[src/hdl/srfr_pkg.sv]
// Package with shared constants, types and the CRC step function of the frame receiver.
`default_nettype none
package srfr_pkg;

    localparam int WINDOW_DEPTH  = 5;
    localparam int PAYLOAD_BYTES = 8;

    localparam int SEQ_W     = 8;
    localparam int PAYLOAD_W = 64;
    localparam int CRC_W     = 16;
    localparam int IDX_W     = (WINDOW_DEPTH > 1) ? $clog2(WINDOW_DEPTH) : 1;
    localparam int OCC_W     = $clog2(WINDOW_DEPTH + 1);
    localparam int CRC_STEPS = 2 * PAYLOAD_BYTES;
    localparam int STEP_W    = (CRC_STEPS > 1) ? $clog2(CRC_STEPS) : 1;

    localparam logic [CRC_W-1:0] CRC_POLY = 16'h8408;
    localparam logic [CRC_W-1:0] CRC_INIT = 16'hFFFF;
    localparam logic [SEQ_W-1:0] TOTAL_FRAMES_RESET = 8'd128;
    localparam logic [SEQ_W-1:0] EXPECTED_RESET     = 8'd1;

    localparam int APB_ADDR_W = 3;
    localparam int APB_DATA_W = 32;
    localparam logic REG_TOTAL_FRAMES = 1'b0;

    typedef enum logic [1:0] {
        ST_IDLE,
        ST_SEARCH,
        ST_CRC,
        ST_REPLY
    } t_state;

    typedef struct packed {
        logic             done;
        logic [CRC_W-1:0] crc;
    } t_crc_status;

    function automatic logic [CRC_W-1:0] crc_nibble(input logic [CRC_W-1:0] crc_in,
                                                    input logic [3:0] nib);
        logic [CRC_W-1:0] c;
        c = crc_in;
        for (int b = 0; b < 4; b++) begin
            if (c[0] ^ nib[b]) begin
                c = (c >> 1) ^ CRC_POLY;
            end else begin
                c = c >> 1;
            end
        end
        return c;
    endfunction

    function automatic logic is_done(input logic [SEQ_W-1:0] expected,
                                     input logic [SEQ_W-1:0] total);
        return (expected == '0) || (expected > total);
    endfunction

endpackage
`default_nettype wire

[src/hdl/srfr_crc_unit.sv]
// Iterative CRC-16 unit that folds four payload bits into the remainder each cycle.
`default_nettype none
module srfr_crc_unit (
    input  wire logic                            i_clk,
    input  wire logic                            i_rst_n,
    input  wire logic                            i_start,
    input  wire logic [srfr_pkg::PAYLOAD_W-1:0]  i_payload,
    output srfr_pkg::t_crc_status                o_status
);

    logic [srfr_pkg::PAYLOAD_W-1:0] r_shift;
    logic [srfr_pkg::CRC_W-1:0]     r_crc;
    logic [srfr_pkg::STEP_W-1:0]    r_cnt;
    logic                           r_busy;
    logic                           r_done;

    logic [7:0]                 w_byte;
    logic [3:0]                 w_nib;
    logic [srfr_pkg::CRC_W-1:0] w_fin;

    assign w_byte = r_shift[srfr_pkg::PAYLOAD_W-1 -: 8];
    assign w_nib  = r_cnt[0] ? w_byte[7:4] : w_byte[3:0];
    assign w_fin  = ~r_crc;

    always_ff @(posedge i_clk) begin
        if (!i_rst_n) begin
            r_busy <= 1'b0;
            r_done <= 1'b0;
            r_cnt  <= '0;
        end else if (i_start) begin
            r_busy <= 1'b1;
            r_done <= 1'b0;
            r_cnt  <= '0;
        end else if (r_busy) begin
            r_cnt <= r_cnt + 1'b1;
            if (r_cnt == srfr_pkg::STEP_W'(srfr_pkg::CRC_STEPS - 1)) begin
                r_busy <= 1'b0;
                r_done <= 1'b1;
            end
        end
    end

    always_ff @(posedge i_clk) begin
        if (i_start) begin
            r_shift <= i_payload;
            r_crc   <= srfr_pkg::CRC_INIT;
        end else if (r_busy) begin
            r_crc <= srfr_pkg::crc_nibble(r_crc, w_nib);
            if (r_cnt[0]) begin
                r_shift <= r_shift << 8;
            end
        end
    end

    assign o_status.done = r_done;
    assign o_status.crc  = {w_fin[7:0], w_fin[15:8]};

endmodule
`default_nettype wire

[src/hdl/selective_repeat_frame_receiver_top.sv]
// Top level of the selective-repeat frame receiver with reorder window and CRC check.
//
// Frames enter on the input channel (i_in_valid, o_in_stall) and are stored in a
// five-slot reorder window. Once the window is full, each frame starts a search
// for the stored frame that carries the expected sequence number, one slot per
// cycle, followed by a CRC-16 over the payload computed four bits per cycle in
// a shared CRC unit (sixteen steps for eight bytes). A match gives one reply item
// on the output channel (o_out_valid, i_out_stall); no match gives no item.
// A frame that leaves the window short of full is only stored, and a frame that
// finds no match in a full window passes the accept step and the search.
// A frame that matches passes the accept step, the search, the CRC steps, a
// step to pick up the result and the reply step.
// The input is stalled while a frame is being worked on.
// The reply waits in an output register; if the receiver stalls and a new reply is
// ready, the block holds in its reply step until the register is free.
// Reset clears the window occupancy, sets the expected number to one and the
// total_frames register to 128. Window contents are not cleared.
// total_frames is written over the APB-style port at byte address 0.
`default_nettype none
module selective_repeat_frame_receiver_top (
    input  wire logic                              i_clk,
    input  wire logic                              i_rst_n,
    input  wire logic                              psel,
    input  wire logic                              penable,
    input  wire logic                              pwrite,
    input  wire logic [srfr_pkg::APB_ADDR_W-1:0]   paddr,
    input  wire logic [srfr_pkg::APB_DATA_W-1:0]   pwdata,
    output logic      [srfr_pkg::APB_DATA_W-1:0]   prdata,
    output logic                                   pready,
    input  wire logic                              i_in_valid,
    output logic                                   o_in_stall,
    input  wire logic [srfr_pkg::SEQ_W-1:0]        i_frame_seq,
    input  wire logic [srfr_pkg::PAYLOAD_W-1:0]    i_frame_payload,
    input  wire logic [srfr_pkg::CRC_W-1:0]        i_frame_crc,
    output logic                                   o_out_valid,
    input  wire logic                              i_out_stall,
    output logic                                   o_reply_nak,
    output logic      [srfr_pkg::SEQ_W-1:0]        o_reply_seq,
    output logic                                   o_deliver_valid,
    output logic      [srfr_pkg::PAYLOAD_W-1:0]    o_deliver_payload,
    output logic                                   o_all_done
);

    localparam int D = srfr_pkg::WINDOW_DEPTH;

    logic [srfr_pkg::SEQ_W-1:0]     r_slot_seq     [D];
    logic [srfr_pkg::PAYLOAD_W-1:0] r_slot_payload [D];
    logic [srfr_pkg::CRC_W-1:0]     r_slot_crc     [D];

    srfr_pkg::t_state            r_state, n_state;
    logic [srfr_pkg::OCC_W-1:0]  r_occ, n_occ;
    logic [srfr_pkg::IDX_W-1:0]  r_idx, n_idx;
    logic [srfr_pkg::SEQ_W-1:0]  r_expected, n_expected;
    logic [srfr_pkg::SEQ_W-1:0]  r_total;

    logic                           r_out_valid, n_out_valid;
    logic                           r_nak, n_nak;
    logic [srfr_pkg::SEQ_W-1:0]     r_rseq, n_rseq;
    logic                           r_dvalid, n_dvalid;
    logic [srfr_pkg::PAYLOAD_W-1:0] r_dpayload, n_dpayload;
    logic                           r_all_done, n_all_done;

    logic w_accept, w_insert, w_compact, w_crc_start, w_cfg_wr, w_ok, w_out_free;
    srfr_pkg::t_crc_status w_crc;

    srfr_crc_unit u_crc (
        .i_clk     (i_clk),
        .i_rst_n   (i_rst_n),
        .i_start   (w_crc_start),
        .i_payload (r_slot_payload[r_idx]),
        .o_status  (w_crc)
    );

    assign pready     = 1'b1;
    assign w_cfg_wr   = psel && penable && pwrite && pready;
    assign prdata     = (paddr[2] == srfr_pkg::REG_TOTAL_FRAMES)
                        ? {{(srfr_pkg::APB_DATA_W - srfr_pkg::SEQ_W){1'b0}}, r_total}
                        : '0;

    assign o_in_stall = (r_state != srfr_pkg::ST_IDLE);
    assign w_accept   = i_in_valid && !o_in_stall;
    assign w_out_free = !r_out_valid || !i_out_stall;
    assign w_ok       = (w_crc.crc == r_slot_crc[r_idx]);

    always_comb begin
        n_state     = r_state;
        n_occ       = r_occ;
        n_idx       = r_idx;
        n_expected  = r_expected;
        n_out_valid = r_out_valid && i_out_stall;
        n_nak       = r_nak;
        n_rseq      = r_rseq;
        n_dvalid    = r_dvalid;
        n_dpayload  = r_dpayload;
        n_all_done  = r_all_done;
        w_insert    = 1'b0;
        w_compact   = 1'b0;
        w_crc_start = 1'b0;
        case (r_state)
            srfr_pkg::ST_IDLE: begin
                if (w_accept && !srfr_pkg::is_done(r_expected, r_total)) begin
                    n_idx = '0;
                    if (r_occ < srfr_pkg::OCC_W'(D)) begin
                        w_insert = 1'b1;
                        n_occ    = r_occ + 1'b1;
                        if (n_occ == srfr_pkg::OCC_W'(D)) begin
                            n_state = srfr_pkg::ST_SEARCH;
                        end
                    end else begin
                        n_state = srfr_pkg::ST_SEARCH;
                    end
                end
            end
            srfr_pkg::ST_SEARCH: begin
                if (r_slot_seq[r_idx] == r_expected) begin
                    w_crc_start = 1'b1;
                    n_state     = srfr_pkg::ST_CRC;
                end else if (r_idx == srfr_pkg::IDX_W'(D - 1)) begin
                    n_state = srfr_pkg::ST_IDLE;
                end else begin
                    n_idx = r_idx + 1'b1;
                end
            end
            srfr_pkg::ST_CRC: begin
                if (w_crc.done) begin
                    n_state = srfr_pkg::ST_REPLY;
                end
            end
            srfr_pkg::ST_REPLY: begin
                if (w_out_free) begin
                    w_compact   = 1'b1;
                    n_occ       = r_occ - 1'b1;
                    n_expected  = r_expected + srfr_pkg::SEQ_W'(w_ok);
                    n_out_valid = 1'b1;
                    n_nak       = !w_ok;
                    n_rseq      = r_expected;
                    n_dvalid    = w_ok;
                    n_dpayload  = w_ok ? r_slot_payload[r_idx] : '0;
                    n_all_done  = srfr_pkg::is_done(n_expected, r_total);
                    n_state     = srfr_pkg::ST_IDLE;
                end
            end
            default: begin
                n_state = srfr_pkg::ST_IDLE;
            end
        endcase
    end

    always_ff @(posedge i_clk) begin
        if (!i_rst_n) begin
            r_state     <= srfr_pkg::ST_IDLE;
            r_occ       <= '0;
            r_idx       <= '0;
            r_expected  <= srfr_pkg::EXPECTED_RESET;
            r_total     <= srfr_pkg::TOTAL_FRAMES_RESET;
            r_out_valid <= 1'b0;
        end else begin
            r_state     <= n_state;
            r_occ       <= n_occ;
            r_idx       <= n_idx;
            r_expected  <= n_expected;
            r_out_valid <= n_out_valid;
            if (w_cfg_wr && paddr[2] == srfr_pkg::REG_TOTAL_FRAMES) begin
                r_total <= pwdata[srfr_pkg::SEQ_W-1:0];
            end
        end
    end

    always_ff @(posedge i_clk) begin
        r_nak      <= n_nak;
        r_rseq     <= n_rseq;
        r_dvalid   <= n_dvalid;
        r_dpayload <= n_dpayload;
        r_all_done <= n_all_done;
    end

    always_ff @(posedge i_clk) begin
        if (w_insert) begin
            r_slot_seq[r_occ[srfr_pkg::IDX_W-1:0]]     <= i_frame_seq;
            r_slot_payload[r_occ[srfr_pkg::IDX_W-1:0]] <= i_frame_payload;
            r_slot_crc[r_occ[srfr_pkg::IDX_W-1:0]]     <= i_frame_crc;
        end else if (w_compact) begin
            for (int i = 0; i < D - 1; i++) begin
                if (srfr_pkg::IDX_W'(i) >= r_idx) begin
                    r_slot_seq[i]     <= r_slot_seq[i + 1];
                    r_slot_payload[i] <= r_slot_payload[i + 1];
                    r_slot_crc[i]     <= r_slot_crc[i + 1];
                end
            end
        end
    end

    assign o_out_valid       = r_out_valid;
    assign o_reply_nak       = r_nak;
    assign o_reply_seq       = r_rseq;
    assign o_deliver_valid   = r_dvalid;
    assign o_deliver_payload = r_dpayload;
    assign o_all_done        = r_all_done;

endmodule
`default_nettype wire

[config.mk]
export PLATFORM = sky130hd
export DESIGN_NAME = selective_repeat_frame_receiver_top
export DESIGN_NICKNAME = d
export VERILOG_FILES = /design/src/hdl/srfr_pkg.sv /design/src/hdl/srfr_crc_unit.sv /design/src/hdl/selective_repeat_frame_receiver_top.sv
export SDC_FILE = /design/constraint.sdc
export NUM_CORES = 1
export LEC_CHECK = 0
export BUFFER_PORTS_ARGS = -buffer_cell sky130_fd_sc_hd__clkbuf_2
export CELL_PAD_IN_SITES_DETAIL_PLACEMENT = 1
export CELL_PAD_IN_SITES_GLOBAL_PLACEMENT = 2
export CORE_ASPECT_RATIO = 0.6
export CORE_MARGIN = 5
export CORE_UTILIZATION = 49
export DETAILED_ROUTE_END_ITERATION = 8
export HOLD_SLACK_MARGIN = 0.15
export PLACE_DENSITY = 0.95
export SKIP_LAST_GASP = 1
export SLEW_MARGIN = 10
export SYNTH_ARGS = -nofsm -noshare
export SYNTH_HDL_FRONTEND = slang
export SYNTH_SLANG_ARGS = --single-unit
export TNS_END_PERCENT = 5
[constraint.sdc]
create_clock -name i_clk -period 16.8 [get_ports i_clk]
set_input_delay 1.68 -clock i_clk [delete_from_list [all_inputs] [get_ports i_clk]]
set_output_delay 1.68 -clock i_clk [all_outputs]
set_load 0.02 [all_outputs]
# Word-level counts from Yosys, hierarchy flattened
# Memory sizes are Yosys's and may differ from the RTL's. A register that Yosys moved wholly into a read port is not among the register bits.
# Index checks and enable logic that the tools add are counted.
[op_classes] mux=76 n_bitwise=11 n_eq_ne=16 reduce_logical=32 n_lt_le_gt_ge=7 addsub=5
[op_table] cell="two-way mux 64 bit" n=4
[op_table] cell="two-way mux 16 bit" n=11
[op_table] cell="OR reduction 64 bit" n=1
[op_table] cell="two-way mux 3 bit" n=15
[op_table] cell="two-way mux 1 bit" n=33
[op_table] cell="equality test 16 bit" n=1
[op_table] cell="> comparator 8 bit" n=2
[op_table] cell="zero test 8 bit" n=2
[op_table] cell="two-way mux 8 bit" n=2
[op_table] cell="inverter 16 bit" n=1
[op_table] cell="OR reduction 16 bit" n=1
[op_table] cell="two-way mux 2 bit" n=7
[op_table] cell="inverter 2 -> 3 bit" n=4
[op_table] cell="one-hot mux 3 bit (2 select lines)" n=2
[op_table] cell="!= test 2 bit, second input constant" n=5
[op_table] cell="nonzero test 2 bit" n=5
[op_table] cell="adder 8 x 1 -> 8 bit" n=1
[op_table] cell="equality test 8 bit" n=1
[op_table] cell="one-hot mux 2 bit (4 select lines)" n=1
[op_table] cell="AND reduction 4 bit" n=2
[op_table] cell="OR reduction 8 bit" n=1
[op_table] cell="adder 3 x 1 -> 3 bit, second input constant" n=2
[op_table] cell="equality test 3 bit, second input constant" n=2
[op_table] cell=">= comparator 1 x 3 -> 1 bit, first input constant" n=2
[op_table] cell="other kinds (19)" n=39
[word_totals] out_inout_bits=110 n_memories=3 in_bits=130 reg_bits=186 ram_bits=440 wordCells=166
[memory_table] name="r_slot_payload" words=5 word_bits=64 rd=5 rd_clocked_by_memory_dff=1 wr=4 line_no="selective_repeat_frame_receiver_top.sv:47" rtl="logic [srfr_pkg::PAYLOAD_W-1:0] r_slot_payload [D];"
[memory_table] name="r_slot_crc" words=5 word_bits=16 rd=5 rd_clocked_by_memory_dff=1 wr=4 line_no="selective_repeat_frame_receiver_top.sv:48" rtl="logic [srfr_pkg::CRC_W-1:0] r_slot_crc [D];"
[memory_table] name="r_slot_seq" words=5 word_bits=8 rd=5 rd_clocked_by_memory_dff=1 wr=4 line_no="selective_repeat_frame_receiver_top.sv:46" rtl="logic [srfr_pkg::SEQ_W-1:0] r_slot_seq [D];"

# Longest topological paths before layout
[depth] word_depth=15 mapped_depth=22 ltp_nobuf=16

# Modules after synthesis
# A second synthesis with hierarchy kept.
[unflattened] cells_unflattened=2343 hier_area_um2=39516.6
[by_module_without_submodules] module="selective_repeat_frame_receiver_top" cells_per_inst=2060 n_inst=1 seq_area_each_um2=23953.0 area_each_um2=35544.1
[by_module_without_submodules] module="srfr_crc_unit" cells_per_inst=283 n_inst=1 seq_area_each_um2=2362.3 area_each_um2=3972.6

# Least setup slack after synthesis
# No wires, ideal clock.
[synth_path] kind="in2reg" startpoint="in i_in_valid" endpoint="mem r_slot_crc[3][0] in the netlist's numbering (enable)" t_arrival_ns=8.356 n_path_buf=0 setup_ns=0.656 slack_ns=7.788 cell_stages=4 t_required_ns=16.144 cell_sequence="o2111ai_1 -> nor2_1 -> nand2_1 -> o21ai_0"
[synth_lines] element="start, declared" line_no="selective_repeat_frame_receiver_top.sv:30" rtl="input wire logic i_in_valid,"
[synth_lines] element="end, declared" line_no="selective_repeat_frame_receiver_top.sv:48"

==> key figures <==
Routing
  – DR vias: 21850
  – DR WL/cell: 26.77 µm
  – Post-DRT Antenna Nets: 0
  – DRC viols: 0
  – Final wirelength: 103400 µm
  – Initial DRC count: 1808
  – Post-DR vias/cell: 5.654
  – First-pass DRT Iterations: 7

Finish
  – Most frequent cells in the layout: edfxtp_1, mux2_2, nand2_1
  – Area Overhead vs Synth: 14.42%
  – Finished Cell Area: 44830 µm²
  – Most common cell after layout, fill and taps aside: edfxtp_1
  – Share of cells above drive strength 1: 0.3219
  – Nets: 2878
  – Core Util, Final: 0.5648

Critical path
  – Setup crit end kind: register
  – Crit path max fanout: 47
  – Critical path cell sequence: buf_4, mux4_2, mux2i_1, xor2_1, nor4_1, nand4_1, inv_1, ha_1, ha_1, xor2_1, ha_1, o21a_1, o21ai_0, nand2b_1, a21oi_1, o21a_1, o32ai_1
  – Cell family with most CP delay: buffers and inverters
  – Critical Path AT: 6.42 ns
  – CP Depth: 17
  – Critical path class: register to register
  – Critical Path Max Stage Delay: 0.99 ns
  – Crit path buf inv count: 2
  – Reg2Reg Depth: 17
  – Worst Setup Start Kind: register
  – Most Frequent Cell on Critical Path: ha_1
  – Worst Path Required: 17.20 ns
  – Critical path's slowest cell: dfxtp_4

Floorplan
  – Core region area: 79380 µm²
  – Die width: 375.1 µm
  – Starting Density: 0.4936
  – Row cnt: 80
  – Total Die Area: 85900 µm²
  – IO Pins: 240
  – Die Y: 229.0 µm

Timing
  – Endpoints failing hold: 0
  – Final setup viols: 0
  – Clock Skew: 0.02652 ns
  – Final min period: 6.026 ns
  – Setup total negative slack: 0 ns
  – Worst-margin pin slew: 1.125 ns
  – Max-slew headroom: 0.2502
  – RSZ-0062 raised after global routing: no
  – Period utilisation layout: 0.3587
  – Final worst setup slack: 10.77 ns
  – Hold_ws: 0.4750 ns
  – Fmax achieved: 165.9 MHz
  – Max-slew violation count: 0

CTS
  – Htree depth: 3
  – Clock Sinks: 893
  – Post_cts resized: 0
  – CTS max path bufs: 3
  – Clock latency at the later pin of the worst-skew pair: 0.67 ns
  – Clock Pin Slew Worst Setup and Hold Paths: 0.06 ns
  – Postcts setup bufs: 0
  – CTS Buf Count: 85
  – TritonCTS clock tree: done
  – CTS Root Cell: clkbuf_16
  – Post-CTS Hold Fix Bufs: 0

Worst hold path
  – Hold depth: 2
  – Worst hold path class: register to register

Job
  – Max-cap violations: 0

Logic synthesis
  – Post-synth top flop: edfxtp_1
  – Mapped Cells: 2286
  – FFs w/ async S/R, synth: 0
  – Mean Syn Cell Area: 17.14 µm²
  – Mapped cell area: 39180 µm²
  – Register area share after synthesis: 0.6716
  – Flops & latches, synth: 893
  – Library cells used by synthesis: 51
  – YS warnings: 0
  – Post-synth EDFFs: 843

Place
  – Detailed Place HPWL: 62660 µm
  – Port Buf Inserts: 188
  – Gpl congestion: 0.7632
  – Place WS: 10.18 ns
  – Placed cell area: 42070 µm²

Status
  – Status: finished, final reports clean

Global route
  – Vias in the first global route: 24340
  – Largest net degree at the start of global routing: 66
  – Initial antenna violation count: 16
  – GRT overflow: 0
  – GRT Total Usage: 0.2417
  – First-pass GRT wire length: 156000 µm

Power and ir drop
  – VDD IR max: 0.06075 mV
  – Leak: 15.77 nW
  – Pwr per Cell Area: 108.0 nW/µm²
logic make-up after synthesis:
kind of cell / after synthesis / synth area share
compound gates: 56 / 0.009740
xor+xnor: 54 / 0.01207
fa+ha+maj: 24 / 0.007664
buf+inv: 171 / 0.02181
flops: 893 / 0.6716
mux: 605 / 0.2234
other cells: 2 / 0.0001917
simple gates: 481 / 0.05346
cell usage after synthesis (24+ instances only):
| library cell | count | share of area |
|---|---|---|
| xnor2_1 | 30 | 0.0067 |
| nand2_1 | 332 | 0.032 |
| clkbuf_1 | 63 | 0.0060 |
| xor2_1 | 24 | 0.0054 |
| buf_2 | 38 | 0.0049 |
| nor2b_1 | 59 | 0.0094 |
| dfxtp_1 | 50 | 0.026 |
| ha_1 | 24 | 0.0077 |
| mux2_2 | 356 | 0.10 |
| mux4_2 | 172 | 0.099 |
| buf_4 | 34 | 0.0065 |
| nor2_1 | 42 | 0.0040 |
| mux2i_1 | 57 | 0.015 |
| edfxtp_1 | 843 | 0.65 |
worst register-to-register path, delay by kind of cell, from the launching register on:
kind,cells,cell delay (ns)
adders and majority gates,3,0.89
muxes,2,1.08
xor gates and xnor gates,2,0.40
DFF,1,0.99
and+or+nand+nor,3,0.69
buffers and inverters,2,1.09
AOI/OAI and AO/OA,5,0.63
layer usage:
layer / wire [µm] / track usage
met3: 6848 / 0.05059
met4: 3030 / 0.07486
met1: 41420 / 0.3159
met2: 51980 / 0.4099
met5: 160 / 0
sequential cells by signal, indices dropped and copies added (netlist names), 3 cells and up, named ones only:
name,count
r_slot_payload,512
r_slot_crc,128
o_deliver_payload,64
r_slot_seq,64
u_crc.r_shift,64
u_crc.r_crc,16
o_reply_seq,8
r_expected,8
r_total,8
u_crc.r_cnt,4
r_idx,3
r_occ,3
where the power goes:
group	switching (mW)	internal (mW)	total [mW]	leakage, nW
registers	0.0491	2.57	2.62	8.41
clock network	0.839	1.09	1.93	1.34
logic	0.176	0.115	0.292	6.02
path summary, 6_finish.rpt:
path	from	end	slack [ns]
min reg2reg	r_total[4]	r_total[4]	0.48
max	register	o_all_done	10.77
max reg2reg	register	o_all_done	10.77
min	r_total[4]	r_total[4]	0.48
through the flow:
step / std cells / power [mW]
after floorplan: 2573 / 2.832
after global placement: 3703 / 2.913
after detailed placement: 3703 / 2.948
after CTS: 3859 / 4.868
after global routing: 3862 / 5.020
final: 3864 / 4.842
area by class of cell:
type,instances,area (µm²)
multi-input cells,1509,13190
well taps,1066,1334
inverters,20,77.57
diodes,5,12.51
repair buffers,215,1144
flip-flops and latches,893,26330
clock inverters,41,392.9
fillers,7302,34550
clock buffers,115,2355
(Power assumes the default switching activity.)
